**src/sv/stn_pkg.sv**
```systemverilog
`default_nettype none
package stn_pkg;

	// sizes of the frame history
	localparam int MAX_BINS    = 1024;
	localparam int MAX_MEDIAN  = 32;
	localparam int HIST_FRAMES = 33;

	// derived widths
	localparam int MAG_W     = 16;
	localparam int BIN_W     = $clog2(MAX_BINS);
	localparam int NBIN_W    = $clog2(MAX_BINS + 1);
	localparam int SLOT_W    = $clog2(HIST_FRAMES);
	localparam int NFRM_W    = $clog2(HIST_FRAMES + 1);
	localparam int LEN_W     = $clog2(MAX_MEDIAN + 1);
	localparam int WIDX_W    = $clog2(MAX_MEDIAN);
	localparam int ADDR_W    = SLOT_W + BIN_W;
	localparam int DEPTH     = HIST_FRAMES * MAX_BINS;
	localparam int BITCNT_W  = $clog2(MAG_W);
	localparam int CFG_W     = 11;
	localparam int CFG_IDX_W = 2;

	// configuration register indexes
	localparam logic [CFG_IDX_W-1:0] REG_TIME_LEN  = 2'd0;
	localparam logic [CFG_IDX_W-1:0] REG_FREQ_LEN  = 2'd1;
	localparam logic [CFG_IDX_W-1:0] REG_BINS      = 2'd2;
	localparam logic [CFG_IDX_W-1:0] REG_HIST      = 2'd3;

	// window of values for one median
	typedef logic [MAX_MEDIAN-1:0][MAG_W-1:0] win_t;

	// sequencer states
	typedef enum logic [2:0] {
		ST_IDLE,
		ST_TGATH,
		ST_TSEL,
		ST_FGATH,
		ST_FSEL,
		ST_DIV,
		ST_DONE
	} state_t;

endpackage
`default_nettype wire

```
**src/sv/stn_sel.sv**
```systemverilog
`default_nettype none
module stn_sel (
	input  wire logic                        clk,
	input  wire logic                        arst_n,
	input  wire logic                        start,
	input  wire logic [stn_pkg::LEN_W-1:0]   n,
	input  wire stn_pkg::win_t               win,
	output logic                             done,
	output logic      [stn_pkg::MAG_W-1:0]   res
);

	logic                                 busy_q;
	logic [stn_pkg::BITCNT_W-1:0]         bit_q;
	logic [stn_pkg::MAX_MEDIAN-1:0]       mask_q;
	logic [stn_pkg::LEN_W-1:0]            k_q;
	logic [stn_pkg::MAG_W-1:0]            res_q;
	logic                                 done_q;
	logic [stn_pkg::MAX_MEDIAN-1:0]       col;
	logic [stn_pkg::MAX_MEDIAN-1:0]       zmask;
	logic [stn_pkg::MAX_MEDIAN-1:0]       init_mask;
	logic [stn_pkg::LEN_W-1:0]            c0;

	// current bit plane of the window and count of zeros among candidates
	always_comb begin
		for (int e = 0; e < stn_pkg::MAX_MEDIAN; e++) begin
			col[e]       = win[e][bit_q];
			init_mask[e] = (stn_pkg::LEN_W'(e) < n);
		end
		zmask = mask_q & ~col;
		c0    = stn_pkg::LEN_W'($countones(zmask));
	end

	// radix select of the middle element, msb first
	always_ff @(posedge clk or negedge arst_n) begin
		if (!arst_n) begin
			busy_q <= 1'b0;
			done_q <= 1'b0;
			bit_q  <= '0;
		end else begin
			done_q <= busy_q && (bit_q == '0);
			if (start) begin
				busy_q <= 1'b1;
				bit_q  <= stn_pkg::BITCNT_W'(stn_pkg::MAG_W - 1);
			end else if (busy_q) begin
				bit_q <= bit_q - 1'b1;
				if (bit_q == '0) begin
					busy_q <= 1'b0;
				end
			end
		end
	end

	// candidate set, rank and result bits
	always_ff @(posedge clk) begin
		if (start) begin
			mask_q <= init_mask;
			k_q    <= n >> 1;
			res_q  <= '0;
		end else if (busy_q) begin
			if (k_q < c0) begin
				mask_q       <= zmask;
				res_q[bit_q] <= 1'b0;
			end else begin
				mask_q       <= mask_q & col;
				k_q          <= k_q - c0;
				res_q[bit_q] <= 1'b1;
			end
		end
	end

	assign done = done_q;
	assign res  = res_q;

endmodule
`default_nettype wire

```
**config.mk**
```make
export PLATFORM = sky130hd
export DESIGN_NAME = stn_sel
export DESIGN_NICKNAME = d
export VERILOG_FILES = /design/src/sv/stn_pkg.sv /design/src/sv/stn_sel.sv
export SDC_FILE = /design/constraint.sdc
export NUM_CORES = 1
export LEC_CHECK = 0
export ABC_AREA = 1
export BUFFER_PORTS_ARGS = -buffer_cell sky130_fd_sc_hd__clkbuf_2
export CAP_MARGIN = 20
export CORE_AREA = 2 2 209 211
export CTS_BUF_LIST = sky130_fd_sc_hd__clkbuf_16
export CTS_CLUSTER_DIAMETER = 50
export DETAILED_ROUTE_END_ITERATION = 8
export DIE_AREA = 0 0 211 213
export GPL_ROUTABILITY_DRIVEN = 1
export SLEW_MARGIN = 30
export SYNTH_ARGS = -nofsm -noshare
export SYNTH_HDL_FRONTEND = slang
export SYNTH_SLANG_ARGS = --single-unit
```
**constraint.sdc**
```tcl
create_clock -name clk -period 9.9 [get_ports clk]
set_input_delay 1.485 -clock clk [delete_from_list [all_inputs] [get_ports clk]]
set_output_delay 1.485 -clock clk [all_outputs]
set_load 0.05 [all_outputs]
```
==> run_results.csv <==
group,metric,value,unit
outcome,outcome,"finished, final reports clean",
floorplanning,coreArea,42700,um2
final_layout,syn_to_final_growth,27.7,%
timing,max_freq,0.119,GHz
timing,fin_hold_ws,0.497,ns
final_layout,layout-drive-gt1-share,21.0,%
clocking,cts_setup_buffers,0,
global_routing,gr-total-overflow,0,
place,port_buffers,537,
timing,setup_slack,1.51,ns
yosys,avgSynthCellArea,4.94,um2
setup_path,max_stage_delay,0.59,ns
place,pre_cts_ws,1.33,ns
yosys,synth_cell_types,36,
yosys,ys_seq_elements,60,
clocking,clockBufferDepth,2,
floorplanning,die_w,211,um
routing,num_vias,14440,
setup_path,slowest_stage,"fa_1",
yosys,ys_top_cells_by_area,"nand2_1, inv_1, edfxtp_1",
clocking,post_cts_resized,0,
floorplanning,die_h,213,um
yosys,netlist_area,11500,um2
final_layout,nets,3333,
floorplanning,initial_core_util,26.8,%
clocking,cts_sinks,60,
yosys,yosysMostFrequentCell,"nand2_1",
routing,via_per_inst,4.35,
clocking,htreeDepth,3,
floorplanning,fp-row-count,76,
timing,worst_pin_slew,0.875,ns
clocking,clk_pin_slew,0.07,ns
yosys,ys_async_sr_fraction,10.0,%
global_routing,grt_first_pass_wirelength,75500,um
timing,rsz0062_at_grt,"no",
global_routing,grt_pass1_vias,13587,
clocking,cts_tree,"done",
global_routing,grt_max_degree,165,
yosys,ys.warnings.count,0,
setup_path,critical_path_class,"reg2reg",
setup_path,worstPathMaxFanout,93,
yosys,netlist_instances,2318,
routing,drtIter0Drc,1070,
timing,tns,0,ns
timing,period_share,84.7,%
yosys,yosysTopAreaCell,"nand2_1",
routing,drtAntennaViolNets,0,
setup_path,crit_required,10.00,ns
final_layout,multi_input_area,7250,um2
min_path,min_path_type,"reg2reg",
yosys,synth_edf_count,37,
timing,period_minus_slack,8.39,ns
floorplanning,ios,538,
yosys,synth_top_cell_area_share,36.0,%
setup_path,crit_path_end_kind,"register",
setup_path,critPathLaunchType,"register",
clocking,insertion_delay,0.34,ns
final_layout,postLayoutCellArea,14600,um2
place,dp_hpwl,40000,um
final_layout,regArea,1610,um2
setup_path,crit_arrival,8.49,ns
place,post_dp_cell_area,14300,um2
clocking,cts_inserted_buffers,9,
yosys,synth_common_cells,"nand2_1, inv_1, nor2_1, nand3_1, buf_2",
final_layout,fillers,5068,
timing,setup_viol,0,
clocking,cts-hold-fix-buffers,0,
routing,drc,0,
yosys,ys_seq_area_share,14.0,%
routing,wl_per_cell,15.0,um
clocking,clockRootBuffer,"clkbuf_16",
yosys,synth_nets,2882,
flow_run,drv_cap,0,
routing,first_pass_iters,7,
timing,hold_viol,0,
yosys,yosys_most_used_dff,"edfxtp_1",
timing,clock_skew,0.0159,ns
global_routing,grt.total_usage,21.7,%
timing,finalMaxSlewViolations,0,
timing,maxSlewHeadroom,41.3,%
global_routing,antenna_found_initial,4,
place,place_congestion,0.895,
routing,drt-total-wl,49700,um
floorplanning,die_area,44900,um2
[critical path, delay by kind of cell, from the launching register on]
kind	cells	cell delay, ns
simple gates	10	1.25
buf+inv	8	1.71
flops	1	0.52
compound gates	4	0.86
fa+ha+maj	8	3.52
xor+xnor	1	0.18
[stage by stage]
stage,instances,utilization (%)
after floorplan,2318,-
after global placement,3304,33.5
after detailed placement,3304,33.5
after CTS,3320,34.3
after global routing,3321,34.3
final,3322,34.3
[cells in the final DEF (no fill, tap or decap), types with 4 or more instances in the layout]
cell type and count:
o21ai_0 23, nand3_1 182, nor2_1 204, inv_1 488, fa_1 25, o21ai_1 35, clkbuf_2 537, clkbuf_16 9
buf_12 6, buf_4 12, a21oi_1 13, dfrtp_1 4, nand2_1 1098, dfxtp_1 17, nand4_1 12, edfxtp_1 37
nor3_1 8, nand3b_1 15, ha_1 18
[area by class of cell]
| cell class | instances | area share [%] |
|---|---|---|
| antenna | 2 | 0.0342 |
| clock buffer | 9 | 1.54 |
| clock inverter | 7 | 0.684 |
| inverter | 493 | 12.7 |
| multi-input combinational | 1650 | 49.6 |
| sequential | 60 | 11.0 |
| tap | 546 | 4.67 |
| timing repair buffer | 555 | 19.8 |
[cells by family (layout without fill, tap and decap cells)]
| kind of cell | count (synthesis) | after routing | share of synthesized area (%) |
|---|---|---|---|
| buffers and inverters | 608 | 1064 | 22.8 |
| DFF | 60 | 60 | 14.0 |
| adders and majority gates | 43 | 43 | 6.34 |
| and+or+nand+nor | 1524 | 1524 | 53.0 |
| other | 0 | 2 | 0 |
| AOI/OAI and AO/OA | 79 | 79 | 3.66 |
| xor gates and xnor gates | 4 | 4 | 0.306 |
[worst paths after layout]
kind	cells past startpoint	start	endpoint	slack (ns)
hold reg to reg	2	k_q[5]$_SDFFE_PP0P_	k_q[5]$_SDFFE_PP0P_	0.50
hold / removal	2	k_q[5]$_SDFFE_PP0P_	k_q[5]$_SDFFE_PP0P_	0.50
setup / recovery	31	bit_q[0]$_DFFE_PN0P_	mask_q[23]$_DFFE_PP_	1.51
max in group asynchronous	1	arst_n	bit_q[1]$_DFFE_PN0P_	8.73
min in group asynchronous	1	arst_n	busy_q$_DFF_PN0_	0.98
setup reg to reg	31	bit_q[0]$_DFFE_PN0P_	mask_q[23]$_DFFE_PP_	1.51
[per-layer routing]
metal  vias up  GRT usage (%)  wire length, um
met5         -              0                0
met4         0           5.15             1100
met3        64           3.13             3560
met2       584           38.1            23500
met1      6148           28.0            21600
li1       7644              -                -
Power is left out: the tool's default activity adds up to more than one toggle a clock period on the data nets, which glitch-free logic cannot reach.
