--- src/sv/stn_pkg.sv ---
`default_nettype none
package stn_pkg;

	// sizes of the frame history
	localparam int MAX_BINS    = 1024;
	localparam int MAX_MEDIAN  = 32;
	localparam int HIST_FRAMES = 33;

	// derived widths
	localparam int MAG_W     = 16;
	localparam int BIN_W     = $clog2(MAX_BINS);
	localparam int NBIN_W    = $clog2(MAX_BINS + 1);
	localparam int SLOT_W    = $clog2(HIST_FRAMES);
	localparam int NFRM_W    = $clog2(HIST_FRAMES + 1);
	localparam int LEN_W     = $clog2(MAX_MEDIAN + 1);
	localparam int WIDX_W    = $clog2(MAX_MEDIAN);
	localparam int ADDR_W    = SLOT_W + BIN_W;
	localparam int DEPTH     = HIST_FRAMES * MAX_BINS;
	localparam int BITCNT_W  = $clog2(MAG_W);
	localparam int CFG_W     = 11;
	localparam int CFG_IDX_W = 2;

	// configuration register indexes
	localparam logic [CFG_IDX_W-1:0] REG_TIME_LEN  = 2'd0;
	localparam logic [CFG_IDX_W-1:0] REG_FREQ_LEN  = 2'd1;
	localparam logic [CFG_IDX_W-1:0] REG_BINS      = 2'd2;
	localparam logic [CFG_IDX_W-1:0] REG_HIST      = 2'd3;

	// window of values for one median
	typedef logic [MAX_MEDIAN-1:0][MAG_W-1:0] win_t;

	// sequencer states
	typedef enum logic [2:0] {
		ST_IDLE,
		ST_TGATH,
		ST_TSEL,
		ST_FGATH,
		ST_FSEL,
		ST_DIV,
		ST_DONE
	} state_t;

endpackage
`default_nettype wire

--- src/sv/stn_div.sv ---
`default_nettype none
module stn_div (
	input  wire logic                      clk,
	input  wire logic                      arst_n,
	input  wire logic                      start,
	input  wire logic [stn_pkg::MAG_W-1:0] v,
	input  wire logic [stn_pkg::MAG_W-1:0] h,
	output logic                           done,
	output logic      [stn_pkg::MAG_W-1:0] q
);

	logic                           busy_q;
	logic                           done_q;
	logic [stn_pkg::BITCNT_W-1:0]   cnt_q;
	logic [stn_pkg::MAG_W:0]        rem_q;
	logic [stn_pkg::MAG_W:0]        div_q;
	logic [stn_pkg::MAG_W-1:0]      q_q;
	logic [stn_pkg::MAG_W:0]        sum;
	logic [stn_pkg::MAG_W+1:0]      r2;
	logic [stn_pkg::MAG_W+1:0]      diff;
	logic                           ge;

	assign sum  = {1'b0, v} + {1'b0, h};
	assign r2   = {rem_q, 1'b0};
	assign diff = r2 - {1'b0, div_q};
	assign ge   = r2 >= {1'b0, div_q};

	// control: special cases finish at once, else one quotient bit a cycle
	always_ff @(posedge clk or negedge arst_n) begin
		if (!arst_n) begin
			busy_q <= 1'b0;
			done_q <= 1'b0;
			cnt_q  <= '0;
		end else begin
			done_q <= 1'b0;
			if (start) begin
				cnt_q <= stn_pkg::BITCNT_W'(stn_pkg::MAG_W - 1);
				if (sum == '0 || h == '0) begin
					done_q <= 1'b1;
				end else begin
					busy_q <= 1'b1;
				end
			end else if (busy_q) begin
				cnt_q <= cnt_q - 1'b1;
				if (cnt_q == '0) begin
					busy_q <= 1'b0;
					done_q <= 1'b1;
				end
			end
		end
	end

	// restoring division of v * 2^16 by v + h
	always_ff @(posedge clk) begin
		if (start) begin
			rem_q <= {1'b0, v};
			div_q <= sum;
			if (sum == '0) begin
				q_q <= '0;
			end else if (h == '0) begin
				q_q <= '1;
			end else begin
				q_q <= '0;
			end
		end else if (busy_q) begin
			if (ge) begin
				rem_q <= diff[stn_pkg::MAG_W:0];
			end else begin
				rem_q <= r2[stn_pkg::MAG_W:0];
			end
			q_q <= {q_q[stn_pkg::MAG_W-2:0], ge};
		end
	end

	assign done = done_q;
	assign q    = q_q;

endmodule
`default_nettype wire

--- config.mk ---
export PLATFORM = sky130hd
export DESIGN_NAME = stn_div
export DESIGN_NICKNAME = d
export VERILOG_FILES = /design/src/sv/stn_pkg.sv /design/src/sv/stn_div.sv
export SDC_FILE = /design/constraint.sdc
export NUM_CORES = 1
export LEC_CHECK = 0
export BUFFER_PORTS_ARGS = -buffer_cell sky130_fd_sc_hd__buf_2
export CORE_MARGIN = 2
export CORE_UTILIZATION = 55
export CTS_BUF_LIST = sky130_fd_sc_hd__clkbuf_4 sky130_fd_sc_hd__clkbuf_8
export CTS_CLUSTER_SIZE = 40
export DETAILED_ROUTE_END_ITERATION = 8
export PLACE_DENSITY = 0.79
export RECOVER_POWER = 100
export SETUP_SLACK_MARGIN = 0.1
export SYNTH_ARGS = -nofsm -noshare
export SYNTH_HDL_FRONTEND = slang
export SYNTH_SLANG_ARGS = --single-unit
--- constraint.sdc ---
create_clock -name clk -period 2.6 [get_ports clk]
set_input_delay 0.52 -clock clk [delete_from_list [all_inputs] [get_ports clk]]
set_output_delay 0.52 -clock clk [all_outputs]
set_load 0.02 [all_outputs]
==> results of run 1 <==
[per-layer routing]
layer	vias to the layer above	track usage [%]	wire length [um]	share of wire (%)
li1	1881	-	-	-
met1	1918	32.5	4690	40
met2	181	49.7	6010	51
met3	42	2.68	652	5.6
met4	0	7.18	389	3.3
met5	-	0	0	0
[what timing repair did]
item / in CTS / in global routing
gates cloned: 1 / 3
setup endpoints to repair: 33 / 35
pin swaps: 10 / 43
resized for setup: 31 / 53
setup buffers: 8 / 9
[path summary, 6_finish.rpt]
| kind | from | endpoint | cells past startpoint | slack, ns |
|---|---|---|---|---|
| setup / recovery | v[0] | q[5] | 13 | -0.36 |
| hold / removal | arst_n | busy_q | 1 | 0.07 |
| max in group asynchronous | arst_n | cnt_q[0] | 1 | 2.28 |
| min in group clk | v[0] | div_q[0] | 2 | 0.52 |
| setup reg to reg | rem_q[1] | rem_q[7] | 11 | -0.02 |
| hold reg to reg | cnt_q[1] | cnt_q[1] | 2 | 0.54 |
[placed cells by master (no fill, tap or decap), types with 6 or more instances in the layout]
cell type  instances
edfxtp_1          49
clkbuf_8           6
nor2_1            26
buf_6             12
a21oi_1           22
a31oi_1           12
o211ai_1           8
a21oi_2           14
nor3_1             6
dfrtp_1            6
nand2_1           36
nor4_1             7
buf_2             47
ha_1              24
inv_1             44
nand2_2            8
o21ai_0           15
o21ai_2           11
buf_4             82
nand3_1            6
xnor2_1           17
a21o_1            15
xor2_1             7
[logic make-up (layout without fill, tap and decap cells)]
kind of cell / count (synthesis) / in the layout / synth area share (%)
compound gates: 136 / 136 / 22.6
simple gates: 127 / 127 / 15.1
flops: 56 / 56 / 40.2
buf+inv: 55 / 198 / 5.27
fa+ha+maj: 36 / 36 / 11.4
xor+xnor: 24 / 24 / 5.14
mux: 1 / 1 / 0.276
[power by group through the flow]
stage               clock [mW]  combinational (mW)  sequential (mW)
floorplan                    0                1.67             1.34
global placement             0                2.27             1.34
detailed placement           0                2.32             1.35
CTS                      0.518                2.50             1.33
global route             0.553                3.39             1.38
finish                   0.515                3.18             1.37
[stage by stage]
stage | utilization, % | hold slack (ns) | instance area, sq um
after global routing | 77.7 | 0.0872 | 5610
after detailed placement | 69.6 | 0.352 | 5020
final | 77.7 | 0.0699 | 5610
after CTS | 74.0 | 0.0135 | 5340
after global placement | 69.6 | 0.351 | 5020
after floorplan | - | 0.224 | 4120
[registers in the layout, summed over array words and instances, names as in the netlist]
| name | count |
|---|---|
| done | 1 |
| div_q | 17 |
| q | 16 |
| rem_q | 17 |
| busy_q | 1 |
| cnt_q | 4 |
[worst max-delay path, cell delays in order]
cell	delay (ns)
buf_8	0.10
ha_4	0.15
fa_2	0.38
a21oi_4	0.20
o211a_1	0.20
nor4_1	0.06
a311oi_1	0.31
nand4_1	0.15
or4_4	0.46
o21ai_4	0.18
buf_4	0.16
buf_16	0.11
o21ai_2	0.04
[final cells by class]
cell class              instances  area, sq um  share of cell area [%]
multi-input cells             324         2520                    45.0
flip-flops and latches         56         1640                    29.3
repair buffers                145         1050                    18.8
inverters                      45          169                    3.01
well taps                      99          124                    2.21
clock buffers                   7         90.1                    1.61
clock inverters                 1         7.51                   0.134
==> flow_summary.ini, run 1 <==
[status]
status = finished, violations left
violations = setup timing

[pwr]
finalPower_mw = 5.06
p_leak_nw = 2.50
ir_drop_v = 0.000451
power_density_mw_per_mm2 = 902
switching_power_mw = 2.14
pwr-share-comb_pct = 62.8
p_int_mw = 2.92
p_clk_share_pct = 10.2
pwr-share-seq_pct = 27.0
switching_share_pct = 42.4

[placement]
pre_cts_ws_ns = -0.840
portBuffers = 51
dp_hpwl_mm = 8.00
post-place-cells = 649
gp_congestion = 0.887

[clocking]
clk_pin_slew_worst_paths_ns = 0.10
htree_levels = 2
cts_tree = done
ctsHoldBuffers = 0
clock_sinks = 56
cts-root-buf = clkbuf_8
cts_buffers = 5
clockBufferDepth = 2
insertion_delay_ns = 0.31

[grt]
grt_pass1_wl_mm = 17.8
grt_pass1_vias = 3895
grt_max_degree = 33
globalRouteOverflowTotal = 0
antenna_found_initial = 0
grtUsageTotal_pct = 26.5

[sta]
worst_pin_slew_ns = 0.597
fin_skew_ns = 0.00374
fin_ws_ns = -0.362
fmax_ghz = 0.338
rsz0062_at_grt = true
hold_viol = 0
slew_violations = 0
fin_crit_sh_pct = 114
fin_crit_ns = 2.96
tns_ns = -5.81
setup_viol = 19
slew_headroom_pct = 59.8

[synth]
synth.distinct_cells = 55
yosysMostFrequentCell = edfxtp_1
syn_area_per_cell_sq_um = 9.39
yosys.area.top_type_share_pct = 36.0
ys_seq_area_share_pct = 40.2
synthTopCellsByCount = edfxtp_1, inv_1, nand2_1, a21oi_1, ha_1
async_flop_share_pct = 10.7
synth_seq_cells = 56
synth.area.top_cells = edfxtp_1, ha_1, a21oi_1
synth_warnings = 0
synth_top_area_cell = edfxtp_1
synth_nets = 506
synth_ff_type = edfxtp_1
syn_area_sq_mm = 0.00409
synth_edf_count = 49
syn-instance-count = 435

[run]
cap_violations = 0

[worst_setup_path]
endpoint_kind = register
criticalPathCategory = in2reg
start_kind = primary input
crit_fanout = 5
worstPathArrival_ns = 3.03
critical_path_required_ns = 2.67

[route]
route.antenna.remaining_nets = 0
wire_per_inst_um = 17.3
routed_wl_mm = 11.7
post-route-drc-count = 0
vias = 4022
vias_per_cell = 5.94
dr.first_iter.drc_count = 230
drtPass1Iterations = 6

[final_layout]
drive_gt1_share_pct = 39.3
fin_cells = 677
area_growth_pct = 37.3
fillers = 464
antenna_cells = 0
nNetsFinal = 648

[floorplanning]
num_rows = 31
initial_core_util_pct = 56.6
die_area_sq_mm = 0.00814
die_x_um = 90.2
ios = 52
core_area_sq_mm = 0.00721
dieHeight_um = 90.2

[min_path]
hp-class = in2async
Power figures use the tool's default switching activity.
==> inputs of run 2 (changes only) <==
--- a/config.mk
+++ b/config.mk
@@ -8,7 +8,7 @@
 export BUFFER_PORTS_ARGS = -buffer_cell sky130_fd_sc_hd__buf_2
 export CORE_MARGIN = 2
 export CORE_UTILIZATION = 55
-export CTS_BUF_LIST = sky130_fd_sc_hd__clkbuf_4 sky130_fd_sc_hd__clkbuf_8
+export CTS_BUF_LIST = sky130_fd_sc_hd__clkbuf_8
 export CTS_CLUSTER_SIZE = 40
 export DETAILED_ROUTE_END_ITERATION = 8
 export PLACE_DENSITY = 0.79
==> run 2 against run 1 <==
- the flow still finishes with violations (setup timing)
- clock power decreased by 3%
- design area about the same
- maximum frequency fell by 0.58%
- via count about the same
- utilization shrank 0.052 points
- critical endpoint unchanged
- largest power group unchanged
- highest routed layer unchanged
==> flow_summary.ini, run 2 (synthesis results as in run 1) <==
[worst_setup_path]
critical_path_required_ns = 2.67
start_kind = primary input
worstPathArrival_ns = 3.05
endpoint_kind = register
criticalPathCategory = in2reg
crit_fanout = 5

[sta]
slew_violations = 0
fin_crit_ns = 2.98
worst_pin_slew_ns = 0.598
fin_skew_ns = 0.00486
fin_ws_ns = -0.380
fmax_ghz = 0.336
rsz0062_at_grt = true
hold_viol = 0
fin_crit_sh_pct = 115
slew_headroom_pct = 59.7
setup_viol = 18

[grt]
globalRouteOverflowTotal = 0
grt_pass1_wl_mm = 17.7
grt_max_degree = 33
antenna_found_initial = 0
grtUsageTotal_pct = 26.4
grt_pass1_vias = 3886

[route]
dr_wl_met2_mm = 5.97
met1_length_mm = 4.58
wl_met3_um = 705
post-route-drc-count = 0
wire_per_inst_um = 17.2
top_layer_used = met4
vias_per_cell = 5.94
drtPass1Iterations = 7
routed_wl_mm = 11.6
vias = 4019
dr.first_iter.drc_count = 305
route.antenna.remaining_nets = 0

[pwr]
pwr-share-comb_pct = 62.9
power_density_mw_per_mm2 = 898
switching_power_mw = 2.13
p_clk_share_pct = 9.9
p_int_mw = 2.90
switching_share_pct = 42.4
p_leak_nw = 2.50
pwr-share-seq_pct = 27.2
ir_drop_v = 0.000449

[floorplanning]
num_rows = 31
ios = 52
core_area_sq_mm = 0.00721
die_x_um = 90.2
initial_core_util_pct = 56.6
die_area_sq_mm = 0.00814
dieHeight_um = 90.2

[status]
status = finished, violations left
violations = setup timing

[final_layout]
drive_gt1_share_pct = 39.1
final_common_cell = buf_4
nNetsFinal = 648
mostFrequentLayoutCells = buf_4, edfxtp_1, buf_2
area_growth_pct = 37.2
antenna_cells = 0
fin_cells = 677
utilization_pct = 77.7
stdcell_area_sq_mm = 0.00561

[placement]
gp_congestion = 0.887
dp_hpwl_mm = 8.00
placement.cell_area_sq_mm = 0.00502
post-place-cells = 649
pre_cts_ws_ns = -0.840
portBuffers = 51

[clocking]
insertion_delay_ns = 0.31
clk_pin_slew_worst_paths_ns = 0.10
clockBufferDepth = 2
htree_levels = 2
clock_sinks = 56
cts_buffers = 5
cts-root-buf = clkbuf_8
cts_tree = done
ctsHoldBuffers = 0

[run]
cap_violations = 0

[min_path]
hp-class = in2async
run 2: cell count changes in the layout (fill, tap and decap cells not counted), sizes merged:
cell    previous run  this run
clkbuf             8         7
inv               45        46
run 2: final cells by class:
| type | count | area (sq um) |
|---|---|---|
| clock inverter | 2 | 11.3 |
| timing repair buffer | 145 | 1050 |
| multi-input combinational | 324 | 2520 |
| clock buffer | 6 | 82.6 |
| inverter | 45 | 169 |
| fill | 466 | 1610 |
| tap | 99 | 124 |
| sequential | 56 | 1640 |
run 2: critical path, cell delays in order:
cell and delay, ns:
buf_8 0.10, ha_4 0.15, fa_2 0.39, a21oi_4 0.20
o211a_1 0.20, nor4_1 0.06, a311oi_1 0.31, nand4_1 0.15
or4_4 0.46, o21ai_4 0.19, buf_4 0.16, buf_16 0.11
o21ai_2 0.04
run 2: final timing paths:
path	from	end	slack [ns]	depth (start not counted)
worst min register to register	cnt_q[1]	cnt_q[1]	0.54	2
worst max register to register	rem_q[8]	rem_q[4]	0.01	9
worst max-delay path	v[0]	q[5]	-0.38	13
worst min-delay path	arst_n	busy_q	0.07	1
min in group clk	h[0]	div_q[0]	0.52	2
max in group asynchronous	arst_n	cnt_q[0]	2.27	1
run 2: power groups by stage:
stage | sequential [mW] | clock [mW] | combinational, mW
finish | 1.37 | 0.500 | 3.17
detailed placement | 1.35 | 0 | 2.32
CTS | 1.33 | 0.504 | 2.50
floorplan | 1.34 | 0 | 1.67
global placement | 1.34 | 0 | 2.27
global route | 1.39 | 0.533 | 3.36
run 2: through the flow:
step / total power, mW / setup TNS (ns) / hold WS (ns)
2_1_floorplan: 3.01 / -5.85 / 0.224
3_3_place_gp: 3.61 / -12.59 / 0.351
3_5_place_dp: 3.68 / -14.24 / 0.352
4_1_cts: 4.33 / -5.26 / 0.0135
5_1_grt: 5.28 / -6.99 / 0.0925
6_report: 5.03 / -6.07 / 0.0729
run 2: timing repair:
action / 4_1_cts / 5_1_grt
setup endpoints to repair: 33 / 35
pin swaps: 10 / 43
buffers inserted: 8 / 9
cloned: 1 / 3
gates resized for setup: 31 / 53
run 2: layer usage:
layer	global-route usage, %	vias up
li1	-	1882
met1	32.5	1882
met2	49.1	214
met3	2.68	41
met4	7.18	0
met5	0	-
